[src/core_switch_collective_router_unit_defines.svh]
// assertion macros shared by the collective router modules
// needs clk and rst in the scope of each use
`ifndef CORE_SWITCH_COLLECTIVE_ROUTER_UNIT_DEFINES_SVH
`define CORE_SWITCH_COLLECTIVE_ROUTER_UNIT_DEFINES_SVH

// same-cycle implication
`define CSR_ASSERT_IMP(lbl, ante, cons, msg) \
  lbl: assert property (@(posedge clk) disable iff (rst) (ante) |-> (cons)) else $error(msg);

// next-cycle implication
`define CSR_ASSERT_NEXT(lbl, ante, cons, msg) \
  lbl: assert property (@(posedge clk) disable iff (rst) (ante) |=> (cons)) else $error(msg);

`endif

[src/csr_pkg.sv]
// types, codes and constants of the collective router
// used by every module of the block
`default_nettype none

package csr_pkg;

  localparam int PORTS_DEF      = 4;
  localparam int NODES_DEF      = 16;
  localparam int NODES_PER_PORT = 4;

  localparam int TYPE_W = 3;
  localparam int PORT_W = 2;
  localparam int NODE_W = 4;
  localparam int OP_W   = 2;
  localparam int DATA_W = 32;
  localparam int KIND_W = 3;
  localparam int STAT_W = 3;

  localparam logic [TYPE_W-1:0] REQ_UNICAST   = 3'd0;
  localparam logic [TYPE_W-1:0] REQ_BROADCAST = 3'd1;
  localparam logic [TYPE_W-1:0] REQ_BARRIER   = 3'd2;
  localparam logic [TYPE_W-1:0] REQ_REDUCE    = 3'd3;

  localparam logic [OP_W-1:0] OP_MAX = 2'd0;
  localparam logic [OP_W-1:0] OP_MIN = 2'd1;
  localparam logic [OP_W-1:0] OP_SUM = 2'd2;
  localparam logic [OP_W-1:0] OP_MUL = 2'd3;

  localparam logic [KIND_W-1:0] KIND_NONE    = 3'd0;
  localparam logic [KIND_W-1:0] KIND_UNICAST = 3'd1;
  localparam logic [KIND_W-1:0] KIND_BCAST   = 3'd2;
  localparam logic [KIND_W-1:0] KIND_RELEASE = 3'd3;
  localparam logic [KIND_W-1:0] KIND_REDUCE  = 3'd4;

  localparam logic [STAT_W-1:0] ST_OK          = 3'd0;
  localparam logic [STAT_W-1:0] ST_DUP_BARRIER = 3'd1;
  localparam logic [STAT_W-1:0] ST_SAME_PORT   = 3'd2;
  localparam logic [STAT_W-1:0] ST_DUP_REDUCE  = 3'd3;
  localparam logic [STAT_W-1:0] ST_OP_MISMATCH = 3'd4;
  localparam logic [STAT_W-1:0] ST_TARGET_SRC  = 3'd5;
  localparam logic [STAT_W-1:0] ST_UNKNOWN     = 3'd6;

  typedef struct packed {
    logic [TYPE_W-1:0]        req_type;
    logic [PORT_W-1:0]        source_port;
    logic [NODE_W-1:0]        dest_node;
    logic [NODE_W-1:0]        source_node;
    logic [OP_W-1:0]          op_type;
    logic signed [DATA_W-1:0] data;
  } msg_t;

  typedef struct packed {
    logic [PORT_W-1:0]        out_port;
    logic [KIND_W-1:0]        out_kind;
    logic [NODE_W-1:0]        out_dest;
    logic [OP_W-1:0]          out_op;
    logic signed [DATA_W-1:0] out_data;
    logic [STAT_W-1:0]        status;
    logic                     last;
  } res_t;

  typedef enum logic [1:0] {
    FAN_ONE,
    FAN_BCAST,
    FAN_ALL
  } fan_t;

  typedef struct packed {
    fan_t                     fan;
    logic [PORT_W-1:0]        sp;
    logic [PORT_W-1:0]        port;
    logic [KIND_W-1:0]        kind;
    logic [NODE_W-1:0]        dest;
    logic [OP_W-1:0]          op;
    logic signed [DATA_W-1:0] data;
    logic [STAT_W-1:0]        status;
  } job_t;

endpackage

`default_nettype wire

[src/csr_engine.sv]
// input register, routing decision and barrier / reduce state
// depends on csr_pkg and the assertion macro header
`default_nettype none

`include "core_switch_collective_router_unit_defines.svh"

module csr_engine import csr_pkg::*; #(
  parameter int PORTS = PORTS_DEF,
  parameter int NODES = NODES_DEF
) (
  input  wire logic clk,
  input  wire logic rst,
  input  wire logic msg_valid,
  output logic      msg_stall,
  input  wire msg_t msg,
  input  wire logic job_ready,
  output logic      job_load,
  output job_t      job_n
);

  localparam int BF_DEPTH = (NODES < 16) ? NODES : 16;
  localparam int BFW      = $clog2(BF_DEPTH);
  localparam int BCW      = $clog2(BF_DEPTH + 1);
  localparam int RF_DEPTH = (PORTS < 4) ? PORTS : 4;
  localparam int RFW      = $clog2(RF_DEPTH);
  localparam int RCW      = $clog2(RF_DEPTH + 1);

  logic                     in_valid;
  msg_t                     in_q;

  logic [BF_DEPTH-1:0]      bflags, bflags_next;
  logic [BCW-1:0]           bcount, bcount_next, bcount_inc;
  logic [RF_DEPTH-1:0]      rflags, rflags_next, nf;
  logic [RCW-1:0]           rcount, rcount_next, rcount_inc;
  logic [NODE_W-1:0]        rdest, rdest_next, nd;
  logic [OP_W-1:0]          rop, rop_next, no;
  logic signed [DATA_W-1:0] rval, rval_next, nv, folded, prod;

  logic                     quiet, proceed, sp_ok, any;
  logic [RFW-1:0]           sp_i;
  logic [BFW-1:0]           sn_i;
  logic [PORT_W-1:0]        tp, tp2;

  assign sp_ok      = 32'(in_q.source_port) < PORTS;
  assign sp_i       = in_q.source_port[RFW-1:0];
  assign sn_i       = in_q.source_node[BFW-1:0];
  assign tp         = PORT_W'(in_q.dest_node / NODES_PER_PORT);
  assign bcount_inc = bcount + BCW'(1);
  assign rcount_inc = rcount + RCW'(1);
  assign any        = |rflags;
  assign prod       = rval * in_q.data;

  always_comb begin
    case (rop)
      OP_MAX:  folded = (in_q.data > rval) ? in_q.data : rval;
      OP_MIN:  folded = (in_q.data < rval) ? in_q.data : rval;
      OP_SUM:  folded = rval + in_q.data;
      OP_MUL:  folded = prod;
      default: folded = rval;
    endcase
  end

  assign nd  = any ? rdest : in_q.dest_node;
  assign no  = any ? rop : in_q.op_type;
  assign nv  = any ? folded : in_q.data;
  assign tp2 = PORT_W'(nd / NODES_PER_PORT);

  always_comb begin
    nf       = rflags;
    nf[sp_i] = 1'b1;
  end

  always_comb begin
    job_n        = '0;
    job_n.fan    = FAN_ONE;
    job_n.sp     = in_q.source_port;
    quiet        = 1'b0;
    bflags_next  = bflags;
    bcount_next  = bcount;
    rflags_next  = rflags;
    rcount_next  = rcount;
    rdest_next   = rdest;
    rop_next     = rop;
    rval_next    = rval;
    if (!sp_ok) begin
      job_n.status = ST_UNKNOWN;
    end else begin
      case (in_q.req_type)
        REQ_UNICAST: begin
          if (32'(tp) >= PORTS) begin
            job_n.status = ST_UNKNOWN;
          end else begin
            job_n.port   = tp;
            job_n.kind   = KIND_UNICAST;
            job_n.dest   = in_q.dest_node;
            job_n.data   = in_q.data;
            job_n.status = (tp == in_q.source_port) ? ST_SAME_PORT : ST_OK;
          end
        end
        REQ_BROADCAST: begin
          job_n.fan  = FAN_BCAST;
          job_n.kind = KIND_BCAST;
          job_n.dest = in_q.dest_node;
          job_n.data = in_q.data;
        end
        REQ_BARRIER: begin
          if (32'(in_q.source_node) >= NODES) begin
            job_n.status = ST_UNKNOWN;
          end else if (bflags[sn_i]) begin
            job_n.status = ST_DUP_BARRIER;
          end else if (32'(bcount_inc) == NODES) begin
            job_n.fan   = FAN_ALL;
            job_n.kind  = KIND_RELEASE;
            bflags_next = '0;
            bcount_next = '0;
          end else begin
            quiet             = 1'b1;
            bflags_next[sn_i] = 1'b1;
            bcount_next       = bcount_inc;
          end
        end
        REQ_REDUCE: begin
          if (any && rflags[sp_i]) begin
            job_n.status = ST_DUP_REDUCE;
          end else if (any && (in_q.op_type != rop)) begin
            job_n.status = ST_OP_MISMATCH;
          end else if (32'(rcount_inc) == PORTS - 1) begin
            if (32'(tp2) >= PORTS) begin
              job_n.status = ST_UNKNOWN;
            end else if (nf[tp2[RFW-1:0]]) begin
              job_n.status = ST_TARGET_SRC;
            end else begin
              job_n.port  = tp2;
              job_n.kind  = KIND_REDUCE;
              job_n.dest  = nd;
              job_n.op    = no;
              job_n.data  = nv;
              rflags_next = '0;
              rcount_next = '0;
              rdest_next  = nd;
              rop_next    = no;
              rval_next   = nv;
            end
          end else begin
            quiet       = 1'b1;
            rflags_next = nf;
            rcount_next = rcount_inc;
            rdest_next  = nd;
            rop_next    = no;
            rval_next   = nv;
          end
        end
        default: begin
          job_n.status = ST_UNKNOWN;
        end
      endcase
    end
  end

  assign proceed   = in_valid && (quiet || job_ready);
  assign job_load  = proceed && !quiet;
  assign msg_stall = in_valid && !proceed;

  always_ff @(posedge clk) begin
    if (rst) begin
      in_valid <= 1'b0;
      bflags   <= '0;
      bcount   <= '0;
      rflags   <= '0;
      rcount   <= '0;
      rdest    <= '0;
      rop      <= '0;
      rval     <= '0;
    end else begin
      if (!msg_stall) begin
        in_valid <= msg_valid;
      end
      if (proceed) begin
        bflags <= bflags_next;
        bcount <= bcount_next;
        rflags <= rflags_next;
        rcount <= rcount_next;
        rdest  <= rdest_next;
        rop    <= rop_next;
        rval   <= rval_next;
      end
    end
  end

  always_ff @(posedge clk) begin
    if (!msg_stall && msg_valid) begin
      in_q <= msg;
    end
  end

  `CSR_ASSERT_IMP(a_bcount_match, 1'b1, 32'(bcount) == $countones(bflags), "barrier count off")
  `CSR_ASSERT_IMP(a_rcount_match, 1'b1, 32'(rcount) == $countones(rflags), "reduce count off")
  `CSR_ASSERT_IMP(a_rcount_open, 1'b1, 32'(rcount) < PORTS - 1, "reduce left complete")
  `CSR_ASSERT_NEXT(a_fatal_keeps, proceed && (job_n.status > ST_SAME_PORT),
                   $stable(rflags) && $stable(rval), "fatal error changed state")

endmodule

`default_nettype wire

[src/csr_fanout.sv]
// job register and output register: sends one result item per cycle while res_stall is low
// depends on csr_pkg and the assertion macro header
`default_nettype none

`include "core_switch_collective_router_unit_defines.svh"

module csr_fanout import csr_pkg::*; #(
  parameter int PORTS = PORTS_DEF
) (
  input  wire logic clk,
  input  wire logic rst,
  input  wire logic job_load,
  input  wire job_t job_n,
  output logic      job_ready,
  output logic      res_valid,
  input  wire logic res_stall,
  output res_t      res
);

  localparam int IW = ($clog2(PORTS) > PORT_W) ? $clog2(PORTS) : PORT_W;

  logic          job_valid;
  job_t          job;
  logic [IW-1:0] idx;
  logic [IW:0]   nxt1, nxt;
  logic          out_free, emit, last;
  res_t          cur;

  assign nxt1     = (IW+1)'(idx) + (IW+1)'(1);
  assign nxt      = ((job.fan == FAN_BCAST) && (nxt1 == (IW+1)'(job.sp))) ?
                    nxt1 + (IW+1)'(1) : nxt1;
  assign last     = (job.fan == FAN_ONE) || (32'(nxt) >= PORTS);
  assign out_free = !res_valid || !res_stall;
  assign emit     = job_valid && out_free;
  assign job_ready = !job_valid || (emit && last);

  always_comb begin
    cur          = '0;
    cur.out_kind = job.kind;
    cur.out_dest = job.dest;
    cur.out_op   = job.op;
    cur.out_data = job.data;
    cur.status   = job.status;
    cur.last     = last;
    case (job.fan)
      FAN_ONE:   cur.out_port = job.port;
      FAN_BCAST: cur.out_port = idx[PORT_W-1:0];
      FAN_ALL:   cur.out_port = idx[PORT_W-1:0];
      default:   cur.out_port = job.port;
    endcase
  end

  always_ff @(posedge clk) begin
    if (rst) begin
      job_valid <= 1'b0;
      res_valid <= 1'b0;
    end else begin
      if (job_load) begin
        job_valid <= 1'b1;
      end else if (emit && last) begin
        job_valid <= 1'b0;
      end
      if (emit) begin
        res_valid <= 1'b1;
      end else if (!res_stall) begin
        res_valid <= 1'b0;
      end
    end
  end

  always_ff @(posedge clk) begin
    if (job_load) begin
      job <= job_n;
      idx <= ((job_n.fan == FAN_BCAST) && (job_n.sp == '0)) ? IW'(1) : '0;
    end else if (emit && !last) begin
      idx <= nxt[IW-1:0];
    end
    if (emit) begin
      res <= cur;
    end
  end

  `CSR_ASSERT_IMP(a_idx_range, job_valid, 32'(idx) < PORTS, "port counter out of range")
  `CSR_ASSERT_IMP(a_bcast_skip, job_valid && (job.fan == FAN_BCAST),
                  idx != IW'(job.sp), "broadcast copy to its own port")
  `CSR_ASSERT_IMP(a_one_idle, job_valid && (job.fan == FAN_ONE), idx == '0,
                  "single result with counter moved")

endmodule

`default_nettype wire

[src/core_switch_collective_router_unit.sv]
// Collective router switch core: unicast, broadcast, barrier and reduce.
// Channels: msg (msg_valid, msg_stall, msg) carries one arriving message per item;
// res (res_valid, res_stall, res) carries the resulting messages, one per item,
// with last set on the final result that a message causes.
// A message is taken into an input register, decided and folded into the barrier
// and reduce state when it proceeds, its job is loaded into the job register, and
// its first result is then registered in the output register.
// Unicast, reduce results and error results: one message per cycle while res_stall is low.
// Broadcast gives PORTS-1 results, a barrier release PORTS results; the fan-out
// counter sends one result per cycle while res_stall is low, so such a message holds
// the output until its last result. Barrier arrivals that do not release and reduce
// arrivals that do not complete give no result and do not wait for the output.
// Reset clears barrier flags, reduce flags, the reduce accumulator and all valids.
// When res_stall is high the output register holds; the job and input registers
// behind it fill and then msg_stall rises. Both stalls are combinational.
// depends on csr_pkg, csr_engine and csr_fanout
`default_nettype none

module core_switch_collective_router_unit import csr_pkg::*; #(
  parameter int PORTS = PORTS_DEF,
  parameter int NODES = NODES_DEF
) (
  input  wire logic clk,
  input  wire logic rst,
  input  wire logic msg_valid,
  output logic      msg_stall,
  input  wire msg_t msg,
  output logic      res_valid,
  input  wire logic res_stall,
  output res_t      res
);

  logic job_ready;
  logic job_load;
  job_t job_n;

  csr_engine #(
    .PORTS(PORTS),
    .NODES(NODES)
  ) u_engine (
    .clk       (clk),
    .rst       (rst),
    .msg_valid (msg_valid),
    .msg_stall (msg_stall),
    .msg       (msg),
    .job_ready (job_ready),
    .job_load  (job_load),
    .job_n     (job_n)
  );

  csr_fanout #(
    .PORTS(PORTS)
  ) u_fanout (
    .clk       (clk),
    .rst       (rst),
    .job_load  (job_load),
    .job_n     (job_n),
    .job_ready (job_ready),
    .res_valid (res_valid),
    .res_stall (res_stall),
    .res       (res)
  );

endmodule

`default_nettype wire

[config.mk]
export PLATFORM = sky130hd
export DESIGN_NAME = core_switch_collective_router_unit
export DESIGN_NICKNAME = d
export VERILOG_FILES = /design/src/csr_pkg.sv /design/src/csr_engine.sv /design/src/csr_fanout.sv /design/src/core_switch_collective_router_unit.sv
export VERILOG_INCLUDE_DIRS = /design/src /design/src/src
export SDC_FILE = /design/constraint.sdc
export NUM_CORES = 2
export LEC_CHECK = 0
export ABC_AREA = 1
export BUFFER_PORTS_ARGS = -buffer_cell sky130_fd_sc_hd__buf_2
export CAP_MARGIN = 20
export CORE_AREA = 2 2 265 267
export DETAILED_ROUTE_END_ITERATION = 12
export DIE_AREA = 0 0 267 269
export GPL_TIMING_DRIVEN = 0
export SYNTH_ARGS = -nofsm -noshare
export SYNTH_HDL_FRONTEND = slang
export SYNTH_SLANG_ARGS = --single-unit
[constraint.sdc]
create_clock -name clk -period 11.14 [get_ports clk]
set_input_delay 2.785 -clock clk [delete_from_list [all_inputs] [get_ports clk]]
set_output_delay 2.785 -clock clk [all_outputs]
set_load 0.1 [all_outputs]
==> flow_summary.toml <==
[status]
status = "finished, final reports clean"

[cells_and_area]
fin_nets = 4979
areaGrowthSynthToFinish_pct = 8.45
mostFrequentLayoutCells = "nand2_1 (1181), inv_1 (1077), fa_1 (409)"
post-route-util = 0.480
final_common_cell = "nand2_1"
layout-drive-gt1-share = 0.0470

[cts]
cts_buffers = 23
cts_tree = "yes"
cts_setup_buffers = 0
path_clk_slew_ns = 0.07
clock_latency_ns = 0.56
clockBufferDepth = 3
cts_hold_buf = 0
clkSinkCount = 215
cts-root-buf = "clkbuf_16"
cts_resized = 0
cts-htree-levels = 1

[synth]
avgSynthCellArea_um2 = 7.36
syn-cell-area_mm2 = 0.0307
syn_nets = 4848
synth_edf_count = 146
yosysWarnings = 0
synth_cell_types = 55
netlist_instances = 4168
yosys_register_bits = 215
synthFlopType = "edfxtp_1"
synthArstFlopShare = 0
synth.yosys.seq_area_share = 0.188

[drt]
post_drt_wl_per_cell_um = 22.1
drt_iter0_drc = 2570
antenna_left = 0
vias_per_cell = 5.23
vias = 27483
first_pass_iters = 7
drc_errors = 0
drt-total-wl_mm = 116

[setup_path]
crit_top_cell = "fa_1"
end_kind = "flop"
crit_arrival_ns = 10.23
path_max_fanout = 10
rrSetupSlack_ns = 1.16
slowest_stage = "clkbuf_1"
critPathRequiredTime_ns = 11.38
path_class = "flop to flop"
worst_setup_path_start_kind = "flop"
cp_slowest_stage_delay_ns = 0.97

[place]
hpwl_mm = 96.1
gp_congestion = 1.02
pre_cts_ws_ns = 1.53
portBuffers = 99

[die]
core_area_mm2 = 0.0693
initial_core_util = 0.442
chipWidth_um = 267
num_io_pins = 100
dieHeight_um = 269
rows = 97
dieArea_mm2 = 0.0718

[global_route]
antenna_found_initial = 6
grt_pass1_wl_mm = 171
grt_use_met2 = 0.536
grt_max_degree = 37
use_met1 = 0.420
track_usage = 0.329
grt-busiest-layer = "met2"
grt_use_met3 = 0.0442
first_global_vias = 26789
grt_overflow = 0

[sta]
rsz0062_at_grt = "false"
tns_ns = 0
period_needed_ns = 9.98
finalCritPeriodShare = 0.896
fin_skew_ns = 0.0359
setup_violations = 0
max_freq_mhz = 100
slew_headroom = 0.165
fin_ws_ns = 1.16
slew_viol_final = 0
worst_slew_pin_slew_ns = 1.25
finalHoldViolCount = 0

[power_and_ir_drop]
power_leakage_nw = 18.8
ir_drop_mv = 0.129
powerDensity_mw_per_mm2 = 77.5
total_power_mw = 2.58

[worst_hold_path]
hold_path_class = "flop to flop"

[job]
cap_violations = 0
==> path summary, 6_finish.rpt <==
check	cells past startpoint	to	start
worst min register to register	0	u_fanout.res[35]	u_fanout.cur[35]
worst min-delay path	0	u_fanout.res[35]	u_fanout.cur[35]
worst max register to register	28	u_fanout.cur[31]	u_engine.in_q[4]
worst max-delay path	28	u_fanout.cur[31]	u_engine.in_q[4]
==> state kept, by name, indices dropped and copies added, names as in the netlist <==
| name | flops |
|---|---|
| u_engine.sp_i | 2 |
| u_fanout.job_valid | 1 |
| u_engine.rval | 32 |
| u_engine.sn_i | 4 |
| u_engine.bcount | 5 |
| u_engine.bflags | 16 |
| u_engine.rdest | 4 |
| u_fanout.cur | 44 |
| u_engine.in_valid | 1 |
| u_engine.rop | 2 |
| u_fanout.idx | 2 |
| u_engine.rflags | 4 |
| u_engine.rcount | 3 |
| u_fanout.job | 6 |
| u_fanout.res_valid | 1 |
| u_engine.in_q | 41 |
| u_fanout.res | 47 |
==> critical path, delay by kind of cell (launching register included) <==
family / cells / cell delay (ns)
flops: 1 / 0.64
buf+inv: 7 / 2.20
simple gates: 8 / 1.18
fa+ha+maj: 9 / 4.24
compound gates: 4 / 1.36
==> kinds of logic (layout without fill, tap and decap cells) <==
kind of cell | after synthesis | count (layout) | synth area share
buffers and inverters | 1266 | 1414 | 0.157
muxes | 1 | 1 | 0.000367
DFF | 215 | 215 | 0.188
adders and majority gates | 629 | 629 | 0.357
xor gates and xnor gates | 28 | 28 | 0.00800
AOI/OAI and AO/OA | 360 | 360 | 0.0663
other | 0 | 3 | 0
and+or+nand+nor | 1669 | 1669 | 0.223
==> power by group <==
group / leakage, nW / switching, mW / internal, mW / total (mW)
clock network: 0.382 / 0.340 / 0.465 / 0.804
logic: 16.5 / 0.601 / 0.247 / 0.848
registers: 1.94 / 0.0339 / 0.892 / 0.926
==> stage by stage <==
stage | instance area [um^2] | std cells | hold slack [ns]
finish | 33200 | 5259 | 0.402
global route | 33200 | 5259 | 0.412
CTS | 33200 | 5256 | 0.416
detailed placement | 32500 | 5214 | 0.405
global placement | 32300 | 5207 | 0.403
floorplan | 30700 | 4168 | 0.400
==> final cells by class <==
cell class	count	area, um^2
fillers	7159	36100
multi-input cells	2687	20100
flip-flops and latches	215	5770
inverters	1088	4090
well taps	940	1180
plain buffers	178	729
clock buffers	30	653
repair buffers	106	616
clock inverters	12	131
diodes	3	7.51
==> routing by layer <==
layer / routed length, um / share of wire / vias up
met3: 8760 / 0.075 / 304
met2: 53200 / 0.46 / 1141
met1: 46000 / 0.40 / 13348
li1: - / - / 12686
met4: 8270 / 0.071 / 4
met5: 23 / 0.00020 / -
==> synth_stat cells, types with 3 or more instances <==
| master | number | area share |
|---|---|---|
| o21a_1 | 3 | 0.00073 |
| o22ai_1 | 5 | 0.0010 |
| xor2_1 | 11 | 0.0031 |
| nand3_1 | 236 | 0.039 |
| a31oi_1 | 5 | 0.0010 |
| a21oi_1 | 159 | 0.026 |
| or2_2 | 7 | 0.0014 |
| a21o_1 | 6 | 0.0015 |
| nand4_1 | 20 | 0.0041 |
| o221ai_1 | 7 | 0.0020 |
| o21ai_0 | 115 | 0.019 |
| clkinv_1 | 3 | 0.00037 |
| nor2_1 | 151 | 0.018 |
| buf_1 | 22 | 0.0027 |
| ha_1 | 220 | 0.090 |
| nand2_1 | 1181 | 0.14 |
| inv_2 | 5 | 0.00061 |
| clkbuf_1 | 133 | 0.016 |
| inv_1 | 1079 | 0.13 |
| dfxtp_1 | 69 | 0.045 |
| nor3_1 | 25 | 0.0041 |
| o21bai_1 | 24 | 0.0059 |
| buf_2 | 15 | 0.0024 |
| o211ai_1 | 10 | 0.0024 |
| nor2_2 | 3 | 0.00061 |
| o211a_1 | 3 | 0.00098 |
| buf_6 | 4 | 0.0015 |
| fa_1 | 409 | 0.27 |
| xnor2_1 | 17 | 0.0049 |
| nand3b_1 | 27 | 0.0066 |
| buf_4 | 3 | 0.00073 |
| a22oi_1 | 5 | 0.0012 |
| edfxtp_1 | 146 | 0.14 |
| nand2_2 | 6 | 0.0012 |
| nor4_1 | 4 | 0.00082 |
| a21boi_0 | 4 | 0.00098 |
Power figures use the tool's default switching activity.
